File: src/rtl/bf_pkg.sv
// ----------------------------------------------------------------------------
// bf_pkg
// Shared types and constants of the double-hashing Bloom filter: request and
// result layouts, configuration register indexes, FNV-1a constants.
// ----------------------------------------------------------------------------
package bf_pkg;

    localparam int unsigned CFG_INDEX_W = 3;

    typedef enum logic [CFG_INDEX_W-1:0] {
        CFG_FILTER_BITS = 3'd0,
        CFG_PROBE_COUNT = 3'd1,
        CFG_FIRST_SEED  = 3'd2,
        CFG_SECOND_SEED = 3'd3
    } cfg_reg_e;

    localparam logic ACT_ADD   = 1'b0;
    localparam logic ACT_QUERY = 1'b1;

    localparam logic [63:0] FNV_BASIS        = 64'hCBF2_9CE4_8422_2325;
    localparam int unsigned FNV_PRIME_SHIFT  = 40;
    localparam logic [8:0]  FNV_PRIME_LOW    = 9'h1B3;

    localparam logic [16:0] FILTER_BITS_RESET = 17'd65536;
    localparam logic [4:0]  PROBE_COUNT_RESET = 5'd7;
    localparam logic [31:0] FIRST_SEED_RESET  = 32'h811C_9DC5;
    localparam logic [31:0] SECOND_SEED_RESET = 32'h0100_0193;

    localparam logic [16:0] FILTER_BITS_MIN = 17'd64;

    typedef struct packed {
        logic       action;
        logic [7:0] key_byte;
        logic       key_last;
    } bf_req_t;

    typedef struct packed {
        logic        done_action;
        logic        maybe_present;
        logic [31:0] items_added;
    } bf_res_t;

    typedef struct packed {
        logic        load_first;
        logic        load_second;
        logic [31:0] value;
    } hash_load_t;

endpackage

File: src/rtl/bf_hash.sv
// ----------------------------------------------------------------------------
// bf_hash
// Two seeded 64-bit FNV-1a hash accumulators, advanced one key byte per
// request and reloaded from their seeds at the end of each key or on a seed write.
// ----------------------------------------------------------------------------
module bf_hash (
    input  logic               clk,
    input  logic               rst_n,
    input  logic               byte_en,
    input  logic [7:0]         key_byte,
    input  logic               key_last,
    input  bf_pkg::hash_load_t load,
    input  logic [31:0]        first_seed,
    input  logic [31:0]        second_seed,
    output logic [63:0]        first_next,
    output logic [63:0]        second_next
);

    logic [63:0] first_hash_reg;
    logic [63:0] second_hash_reg;
    logic [63:0] first_mix;
    logic [63:0] second_mix;

    assign first_mix  = first_hash_reg ^ {56'd0, key_byte};
    assign second_mix = second_hash_reg ^ {56'd0, key_byte};

    assign first_next  = (first_mix << bf_pkg::FNV_PRIME_SHIFT)
                       + first_mix * {55'd0, bf_pkg::FNV_PRIME_LOW};
    assign second_next = (second_mix << bf_pkg::FNV_PRIME_SHIFT)
                       + second_mix * {55'd0, bf_pkg::FNV_PRIME_LOW};

    always_ff @(posedge clk or negedge rst_n)
    begin
        if (!rst_n)
        begin
            first_hash_reg  <= {32'd0, bf_pkg::FIRST_SEED_RESET} ^ bf_pkg::FNV_BASIS;
            second_hash_reg <= {32'd0, bf_pkg::SECOND_SEED_RESET} ^ bf_pkg::FNV_BASIS;
        end
        else
        begin
            if (load.load_first)
            begin
                first_hash_reg <= {32'd0, load.value} ^ bf_pkg::FNV_BASIS;
            end
            else if (byte_en)
            begin
                first_hash_reg <= key_last
                    ? ({32'd0, first_seed} ^ bf_pkg::FNV_BASIS) : first_next;
            end
            if (load.load_second)
            begin
                second_hash_reg <= {32'd0, load.value} ^ bf_pkg::FNV_BASIS;
            end
            else if (byte_en)
            begin
                second_hash_reg <= key_last
                    ? ({32'd0, second_seed} ^ bf_pkg::FNV_BASIS) : second_next;
            end
        end
    end

endmodule

File: config.mk
export PLATFORM = sky130hd
export DESIGN_NAME = bf_hash
export DESIGN_NICKNAME = d
export VERILOG_FILES = /design/src/rtl/bf_pkg.sv /design/src/rtl/bf_hash.sv
export SDC_FILE = /design/constraint.sdc
export NUM_CORES = 2
export LEC_CHECK = 0
export BUFFER_PORTS_ARGS = -buffer_cell sky130_fd_sc_hd__buf_2
export CORE_ASPECT_RATIO = 0.75
export CORE_MARGIN = 5
export CORE_UTILIZATION = 40
export DETAILED_ROUTE_END_ITERATION = 7
export PLACE_DENSITY_LB_ADDON = 0.12
export SETUP_SLACK_MARGIN = 0.5
export SLEW_MARGIN = 0
export SYNTH_ARGS = -nofsm -noshare
export SYNTH_HDL_FRONTEND = slang
export SYNTH_SLANG_ARGS = --single-unit
File: constraint.sdc
create_clock -name clk -period 12.99 [get_ports clk]
set_input_delay 1.299 -clock clk [delete_from_list [all_inputs] [get_ports clk]]
set_output_delay 1.299 -clock clk [all_outputs]
set_load 0.05 [all_outputs]
==> results.cfg <==
[cts]
cts_buffers = 17
clkLatencyLatePin_ns = 0.51
cts_resized = 0
cts_tree = built
clock-sinks = 128
cts_setup_buffers = 0
cts_buffer_depth = 2
htree_num_levels = 4
holdBufCountCts = 0
clk_transition_reported_paths_ns = 0.06
cts_root_buf = clkbuf_16

[run]
drv_cap = 1

[floorplanning]
core_area_sq_um = 73700
num_rows = 86
die-height_um = 247
io_pins = 238
die_w_um = 325
die_area_sq_um = 80300
start_util_pct = 40.5

[synthesis]
synth.top_cells.by_count = inv_1, fa_1, ha_1
avgSynthCellArea_sq_um = 8.83
synth_ff_type = dfstp_2
ys_types = 79
synth_fp_nets = 4305
synth_area_leaders = fa_1, ha_1, inv_1
netlist_area_sq_um = 29900
yosysWarnings = 0
yosysTopAreaCell = fa_1
syn_inst = 3382
yosys.area.top_type_share_pct = 28.2
synth_edf_count = 0
async_flop_share_pct = 100
ys_seq_area_share_pct = 11.0
synth_seq_cells = 128
synth.most_common_cell = inv_1

[grt]
antenna_found_initial = 15
grt_overflow = 0
grt_pass1_wl_um = 154000
first_global_vias = 24400
grt_usage_pct = 25.6
grt_max_degree = 71

[final_layout]
nNetsFinal = 4457
areaGrowthSynthToFinish_pct = 9.01
post-route-util_pct = 44.2
drive_gt1_share_pct = 11.1
n_fill_cell = 7434

[routing]
drt_iter0_drc = 1693
wl_per_cell_um = 22.5
viasPerCell = 5.24
vias = 23600
drc = 0
drt_wl_total_um = 102000
ant_nets = 0
first_pass_iters = 6

[timing]
slew_violations = 0
rsz0062_at_grt = false
hold_viol_final = 0
period_needed_ns = 9.91
worst_pin_slew_ns = 1.45
fmax_mhz = 101
setup_tns_ns = 0
fin_skew_ns = 0.0208
relSlewSlack_pct = 1.87
min_period_over_period_pct = 76.3
finalSetupViolCount = 0
holdWs_ns = 0.523

[placement]
place.gp.congestion = 0.953
dp_hpwl_um = 88500
portBuffers = 237

[critical_path]
worstPathArrival_ns = 8.61
cp_slowest_cell = a211oi_1
worstSetupStartpointType = input pin
path_cells = buf_2 > xnor2_1 > inv_1 > ha_1 > xor2_1 > ha_1 > or2_2 > fa_1 > fa_1 > ha_1 > ha_1 > o21a_1 > o21a_1 > nand4_1 > a211oi_1 > nor2_1 > a21oi_2 > o21ai_1 > a31oi_1 > nor2_1 > xnor2_1 > buf_2
cpPeakStageDelay_ns = 1.12
cp-end-kind = primary output
path_class = input pin to primary output
required_ns = 11.69
crit_fanout = 4
crit_top_cell = ha_1

[status]
violations = capacitance limit
run_status = finished, violations left

[worst_hold_path]
min_path_type = flip-flop to flip-flop
## cells by family after synthesis
kind of cell | share of synthesized area (%)
compound gates | 15.7
xor+xnor | 7.74
fa+ha+maj | 44.7
buf+inv | 12.5
flops | 11.0
mux | 1.05
simple gates | 7.37
## metrics by stage
stage          std cells  cell area [sq um]  setup slack [ns]
5_1_grt             4515              32500              3.05
2_1_floorplan       3382              29900              4.33
3_5_place_dp        4483              31900              3.48
3_3_place_gp        4483              31900              3.52
4_1_cts             4515              32500              3.47
6_report            4516              32600              3.08
## critical path, delay by kind of cell
family,cells,cell delay [ns]
AOI/OAI and AO/OA,6,2.30
and+or+nand+nor,4,0.79
buffers and inverters,3,0.78
adders and majority gates,6,2.16
xor gates and xnor gates,3,1.28
## metal layers
layer / GRT usage (%) / up-vias / share of wire [%]
li1: - / 11100 / -
met1: 39.0 / 11600 / 50
met2: 34.1 / 820 / 38
met3: 8.00 / 140 / 9.3
met4: 7.53 / 18 / 3.0
met5: 0 / - / 0.11
## placed cells by master, fill, tap and decap left out, types with 8 or more instances in the layout
cell type  instances
inv_1            869
nor2_1           104
or3_1              8
and3_1            15
nand2b_1          16
dfrtp_1           64
a31oi_1           12
nor2b_1           22
mux2i_1           29
buf_4             13
nand2_1          191
o22a_1            35
o21ai_1           16
nand3_1           32
xor2_1           122
clkbuf_16         17
o31ai_1           16
a211oi_1          28
xnor2_1          142
dfstp_2           64
o21a_1            16
a221o_1           10
a21o_1           103
o21ai_0          127
o211ai_1          12
ha_1             392
buf_2            235
a21oi_1          172
nor3_1            11
o21bai_1          29
fa_1             421
nand4_1           32
and2_1            10
a22o_1            30
## path summary, 6_finish.rpt
| kind | start | to | slack [ns] | depth (start not counted) |
|---|---|---|---|---|
| worst max-delay path | key_byte[0] | second_next[62] | 3.08 | 22 |
| worst min-delay path | second_hash_reg[63] | second_hash_reg[63] | 0.52 | 1 |
| worst max register to register | second_hash_reg[34] | second_hash_reg[62] | 5.44 | 19 |
| worst min register to register | second_hash_reg[63] | second_hash_reg[63] | 0.52 | 1 |
| max in group asynchronous | rst_n | second_hash_reg[45] | 10.72 | 2 |
| min in group asynchronous | rst_n | first_hash_reg[61] | 0.86 | 1 |
## final cells by class
type / count / area (sq um) / share of cell area [%]
sequential: 128 / 3280 / 10.1
clock buffer: 19 / 443 / 1.36
inverter: 871 / 3270 / 10.0
timing repair buffer: 249 / 1280 / 3.95
tap: 968 / 1210 / 3.72
antenna: 1 / 2.50 / 0.00769
clock inverter: 13 / 188 / 0.577
multi-input combinational: 2267 / 22900 / 70.3
Power is left out: the tool's default activity adds up to more than one toggle a clock period on the data nets, which glitch-free logic cannot reach.
