==> src/rtl/bf_mod.sv <==
// ----------------------------------------------------------------------------
// bf_mod
// Iterative remainder unit: 64-bit dividend modulo a narrow MOD_W-bit modulus,
// STEP_BITS quotient bits per cycle by shift and conditional subtract.
// ----------------------------------------------------------------------------
module bf_mod #(
    parameter int unsigned MOD_W     = 17,
    parameter int unsigned STEP_BITS = 4
) (
    input  logic             clk,
    input  logic             rst_n,
    input  logic             start,
    input  logic [63:0]      dividend,
    input  logic [MOD_W-1:0] modulus,
    output logic             busy,
    output logic             done,
    output logic [MOD_W-1:0] remainder
);

    localparam int unsigned STEPS = 64 / STEP_BITS;
    localparam int unsigned CNT_W = (STEPS > 1) ? $clog2(STEPS) : 1;

    logic [63:0]      quot_reg;
    logic [63:0]      quot_next;
    logic [MOD_W-1:0] rem_reg;
    logic [MOD_W-1:0] rem_next;
    logic [CNT_W-1:0] cnt_reg;
    logic             busy_reg;
    logic             done_reg;

    always_comb
    begin
        logic [MOD_W:0] r;
        logic [63:0]    q;
        r = {1'b0, rem_reg};
        q = quot_reg;
        for (int s = 0; s < int'(STEP_BITS); s++)
        begin
            r = {r[MOD_W-1:0], q[63]};
            q = {q[62:0], 1'b0};
            if (r >= {1'b0, modulus})
            begin
                r = r - {1'b0, modulus};
            end
        end
        rem_next  = r[MOD_W-1:0];
        quot_next = q;
    end

    always_ff @(posedge clk or negedge rst_n)
    begin
        if (!rst_n)
        begin
            busy_reg <= 1'b0;
            done_reg <= 1'b0;
            cnt_reg  <= '0;
        end
        else
        begin
            done_reg <= 1'b0;
            if (start)
            begin
                busy_reg <= 1'b1;
                cnt_reg  <= '0;
            end
            else if (busy_reg)
            begin
                cnt_reg <= CNT_W'(cnt_reg + 1'b1);
                if (cnt_reg == CNT_W'(STEPS - 1))
                begin
                    busy_reg <= 1'b0;
                    done_reg <= 1'b1;
                end
            end
        end
    end

    always_ff @(posedge clk)
    begin
        if (start)
        begin
            quot_reg <= dividend;
            rem_reg  <= '0;
        end
        else if (busy_reg)
        begin
            quot_reg <= quot_next;
            rem_reg  <= rem_next;
        end
    end

    assign busy      = busy_reg;
    assign done      = done_reg;
    assign remainder = rem_reg;

endmodule

==> config.mk <==
export PLATFORM = sky130hd
export DESIGN_NAME = bf_mod
export DESIGN_NICKNAME = d
export VERILOG_FILES = /design/src/rtl/bf_mod.sv
export SDC_FILE = /design/constraint.sdc
export NUM_CORES = 1
export LEC_CHECK = 0
export ABC_AREA = 1
export BUFFER_PORTS_ARGS = -buffer_cell sky130_fd_sc_hd__buf_4
export CORE_MARGIN = 10
export CORE_UTILIZATION = 66
export CTS_BUF_LIST = sky130_fd_sc_hd__clkbuf_8
export CTS_CLUSTER_SIZE = 12
export DETAILED_ROUTE_END_ITERATION = 16
export GPL_TIMING_DRIVEN = 0
export PLACE_DENSITY = 0.95
export SYNTH_ARGS = -nofsm -noshare
export SYNTH_HDL_FRONTEND = slang
export SYNTH_SLANG_ARGS = --single-unit
==> constraint.sdc <==
create_clock -name clk -period 21.2 [get_ports clk]
set_clock_uncertainty 0.05 [all_clocks]
set_input_delay 4.24 -clock clk [delete_from_list [all_inputs] [get_ports clk]]
set_output_delay 4.24 -clock clk [all_outputs]
set_load 0.01 [all_outputs]
==> results.toml, run 1 <==
[critical_path]
path_common_cell = "nand2_1"
regToRegEndpoint = "remainder[12]"
critPathKind = "in2reg"
critical_path_peak_fanout = 10
crit_path_top_delay_cell = "o31ai_1"
worstReg2RegStart = "quot_reg[63]"
rrSetupSlack_ps = 12020
worstRegToRegCells = 58
required_ps = 21440
critPathBufInv = 12
cpLargestDelayFamily = "simple AND/OR/NAND/NOR gates"
critPathMaxStageDelay_ps = 500
critPathCaptureType = "register"
path_depth = 55
arrival_ps = 13030
worstSetupStartpointType = "input pin"

[grt]
grt_pass1_wl_um = 36140
grt_pass1_vias = 7605
grtUsageTotal = 0.2694
grt_max_degree = 36
antenna_found_initial = 0
grt_overflow = 0

[synth]
synth_cells = 1152
ys_ff_latch = 87
synth.most_common_cell = "nand2_1"
ys_warn_count = 0
synth_area_um2 = 7879
syn_area_per_cell_um2 = 6.839
netlist.area_leader.share = 0.2439
synthTopCellsByCount = "490 x nand2_1, 137 x inv_1, 69 x ha_1, 64 x edfxtp_1, 56 x nand3_1"
synth_edf_count = 64
synth_ff_type = "edfxtp_1"
synth-async-reset-ratio = 0.06897
yosysUniqueCellTypes = 45
synth_top_cell_by_area = "edfxtp_1"
ys_seq_area_frac = 0.3062
ys_top_cells_by_area = "edfxtp_1 24%, nand2_1 23%, ha_1 11%"
syn-num-nets = 1309

[final_layout]
area_growth_pct = 14.42
largest_register_ff_count = 64
stdcell_area_um2 = 9015
final_nets = 1422
stdcell_count = 1413
diodes = 0
fillers = 853
layout-drive-gt1-share = 0.1362

[sta]
rsz0062_at_grt = "no"
tns_ps = 0
worst_pin_slew_ps = 848.8
slew_headroom = 0.4320
max_freq_mhz = 78.21
period_needed_ps = 12790
finalMaxSlewViolations = 0
hold_viol_final = 0
setup_viol = 0
fin_crit_sh = 0.6031

[die]
ioPinCount = 103
die_w_um = 129.3
core_area_um2 = 11560
die_area_um2 = 16710
rows = 39
initial_utilization = 0.6813
die_y_um = 129.3

[detailed_routing]
wl_per_cell_um = 15.92
viasPerCell = 5.624
vias = 7947
drcViolationCount = 0
antenna_left = 0
routed_wl_um = 22490
dr.pass1.iters = 5
drt-initial-drc-count = 684

[place]
portBuffers = 101
dp_hpwl_um = 18240
globalplace.congestion = 0.9713
dp_cells = 1397
post_dp_cell_area_um2 = 8836

[worst_hold_path]
worstHoldPathType = "reg2reg"
hold_start = "cnt_reg[3]"
hold_end = "cnt_reg[3]"
hold_depth = 1

[clocking]
clockBufferDepth = 2
numCtsBuffers = 9
cts_hold_buf = 0
htree_levels = 3
post-cts-setup-buffer-count = 0
clk_latency_ps = 390
cts-resized-gates = 0
cts.sink_count = 87
cts_root_buf = "clkbuf_8"
tritoncts = "built"
clk_pin_slew_ps = 100

[run]
cap_violations = 0

[run_status]
status = "completed"
placed cells by master (no fill, tap or decap), types with 5 or more instances in the layout:
cell and count:
ha_1 69, inv_1 136, buf_4 103, nor2_1 45, o21ai_1 7, nor3_1 12, nand2_1 490, nand4_1 5
dfxtp_1 17, or2_2 6, a31oi_1 7, dfrtp_1 6, xor2_1 21, xnor2_1 26, nand2_2 8, inv_2 5
nand3_1 56, clkbuf_8 9, a21oi_1 55, edfxtp_1 64, o21bai_1 5, nand3_2 7, clkbuf_1 16, o21ai_2 6
o21ai_0 40
layout make-up:
cell class	count	area [um2]	area share
plain buffers	26	143.9	0.01596
clock buffers	9	123.9	0.01374
clock inverters	7	55.05	0.006107
inverters	142	534.3	0.05926
multi-input cells	897	4788	0.5312
flip-flops and latches	87	2412	0.2676
well taps	143	178.9	0.01985
repair buffers	102	778.2	0.08633
logic make-up (layout without fill, tap and decap cells):
kind of cell | after synthesis | in the layout | synth area share
xor+xnor | 47 | 47 | 0.05225
fa+ha+maj | 73 | 73 | 0.1197
flops | 87 | 87 | 0.3062
buf+inv | 168 | 286 | 0.08607
simple gates | 638 | 638 | 0.3340
compound gates | 139 | 139 | 0.1018
how the worst max path moves through the flow:
stage,start,endpoint
2_1_floorplan,modulus[1],remainder[10]
6_report,modulus[15],remainder[12]
5_1_grt,modulus[15],remainder[10]
3_5_place_dp,modulus[1],remainder[10]
3_3_place_gp,modulus[1],remainder[10]
4_1_cts,modulus[1],remainder[10]
per-stage QoR:
stage          hold slack [ps]  utilization  setup slack, ps
6_report                 436.6       0.7795             8415
5_1_grt                  465.6       0.7795             7536
4_1_cts                  435.3       0.7795             8603
3_3_place_gp             404.9       0.7623             8450
3_5_place_dp             422.4       0.7640             8174
2_1_floorplan            383.3            -             9868
per-layer routing:
metal / vias up / share of wire / GRT usage
met4: 0 / 0.055 / 0.1572
met5: - / 0 / 0
met2: 424 / 0.46 / 0.4529
met3: 75 / 0.097 / 0.06321
li1: 3925 / - / -
met1: 3523 / 0.39 / 0.3088
Power of run 1 is left out: the tool's default activity adds up to more than one toggle a clock period on the data nets, which glitch-free logic cannot reach.
==> run 2: changes to the inputs <==
Settings changed: CORE_UTILIZATION 66 to 55, PLACE_DENSITY 0.95 to 0.86.
Clock period 21.2 ns to 10.3 ns, I/O delays scaled along.
==> results.toml, run 2 (synthesis results as in run 1) <==
[run_status]
status = "completed"

[critical_path]
critPathKind = "in2reg"
critPathBufInv = 15
required_ps = 10520
path_depth = 62
cpLargestDelayFamily = "simple AND/OR/NAND/NOR gates"
critPathMaxStageDelay_ps = 420
crit_path_top_delay_cell = "ha_2"
arrival_ps = 10040
critPathCaptureType = "register"
setup.worst_path.end = "remainder[9]"
crit_path_start = "modulus[14]"
path_common_cell = "nand2_1"
worstSetupStartpointType = "input pin"
regToRegEndpoint = "remainder[9]"
worstReg2RegStart = "quot_reg[63]"
worstRegToRegCells = 63
rrSetupSlack_ps = 1860
critical_path_peak_fanout = 10

[grt]
grt_max_degree = 35
met1_usage = 0.2695
grt_use_met3 = 0.04525
antenna_found_initial = 0
grtUsageTotal = 0.2195
grt_overflow = 0
met2_usage = 0.3759
grt_pass1_wl_um = 36020
top_usage_layer = "met2"
grt_pass1_vias = 7648

[clocking]
cts_root_buf = "clkbuf_8"
tritoncts = "built"
clk_pin_slew_ps = 90
cts_hold_buf = 0
cts.sink_count = 87
clockBufferDepth = 2
numCtsBuffers = 9
htree_levels = 3
clk_latency_ps = 370

[sta]
setup_viol = 0
worst_slack_ps = 478.0
finalMaxSlewViolations = 0
period_needed_ps = 9822
max_freq_mhz = 101.8
slew_headroom = 0.4505
fin_crit_sh = 0.9536
worst_pin_slew_ps = 821.2
hold_viol_final = 0

[die]
die_y_um = 139.7
rows = 43
die_w_um = 139.7
die_area_um2 = 19510
ioPinCount = 103
initial_utilization = 0.5654
core_area_um2 = 13930

[detailed_routing]
antenna_left = 0
wl_per_cell_um = 15.76
routed_wl_um = 23240
dr.pass1.iters = 5
drt-initial-drc-count = 616
drcViolationCount = 0
vias = 8042
viasPerCell = 5.452

[worst_hold_path]
worstHoldPathType = "reg2reg"

[final_layout]
mostFrequentLayoutCells = "487 x nand2_1, 129 x buf_4, 122 x inv_1"
layout-drive-gt1-share = 0.1861
diodes = 0
largest_register_ff_count = 64
final_common_cell = "nand2_1"
fillers = 1139
area_growth_pct = 21.38
final_nets = 1447
regArea_um2 = 2412
stdcell_count = 1475
multi_input_area_um2 = 5032

[place]
dp_hpwl_um = 18050
dp_cells = 1434
globalplace.congestion = 0.9377
place_ws_ps = -505.2
portBuffers = 101

[run]
cap_violations = 0
## run 2: cell count changes in the layout (fill, tap and decap cells not counted), sizes merged
cell / previous run / this run
clkinvlp: 0 / 15
clkbuf: 25 / 26
clkinv: 5 / 2
buf: 112 / 136
inv: 144 / 132
## run 2: area by class of cell
cell class / count / share of cell area
Buffer: 26 / 0.01622
Clock buffer: 9 / 0.01295
Clock inverter: 7 / 0.006411
Inverter: 142 / 0.06136
Multi-Input combinational cell: 897 / 0.5262
Sequential cell: 87 / 0.2523
Tap cell: 180 / 0.02355
Timing Repair Buffer: 127 / 0.1010
## run 2: worst min path at each step
| stage | from | endpoint | slack [ps] | depth (start not counted) |
|---|---|---|---|---|
| 3_3_place_gp | cnt_reg[3] | cnt_reg[3] | 400 | 1 |
| 6_report | cnt_reg[3] | cnt_reg[3] | 430 | 1 |
| 2_1_floorplan | cnt_reg[3] | cnt_reg[3] | 380 | 1 |
| 3_5_place_dp | cnt_reg[3] | cnt_reg[3] | 400 | 1 |
| 4_1_cts | cnt_reg[3] | cnt_reg[3] | 430 | 1 |
| 5_1_grt | cnt_reg[3] | cnt_reg[3] | 440 | 1 |
## run 2: routing by layer
| layer | up-vias | wire [um] |
|---|---|---|
| met5 | - | 0 |
| met4 | 0 | 483 |
| met3 | 45 | 1815 |
| met2 | 335 | 11280 |
| met1 | 3674 | 9659 |
| li1 | 3988 | - |
## run 2: repair_timing
| action | CTS | global route |
|---|---|---|
| resized for setup | 2 | 60 |
| pin swaps | 0 | 7 |
| setup endpoints to repair | 12 | 17 |
| setup buffers | 0 | 25 |
## run 2: through the flow
stage,setup TNS (ps),util,hold slack [ps],area [um2]
after floorplan,0,-,383.3,7879
after global placement,-4298,0.6360,397.4,8862
after detailed placement,-7333,0.6374,404.5,8882
after CTS,0,0.6517,430.6,9081
after global routing,-1561,0.6863,442.5,9563
final,0,0.6863,430.0,9563
Power of run 2 is left out for the same reason.
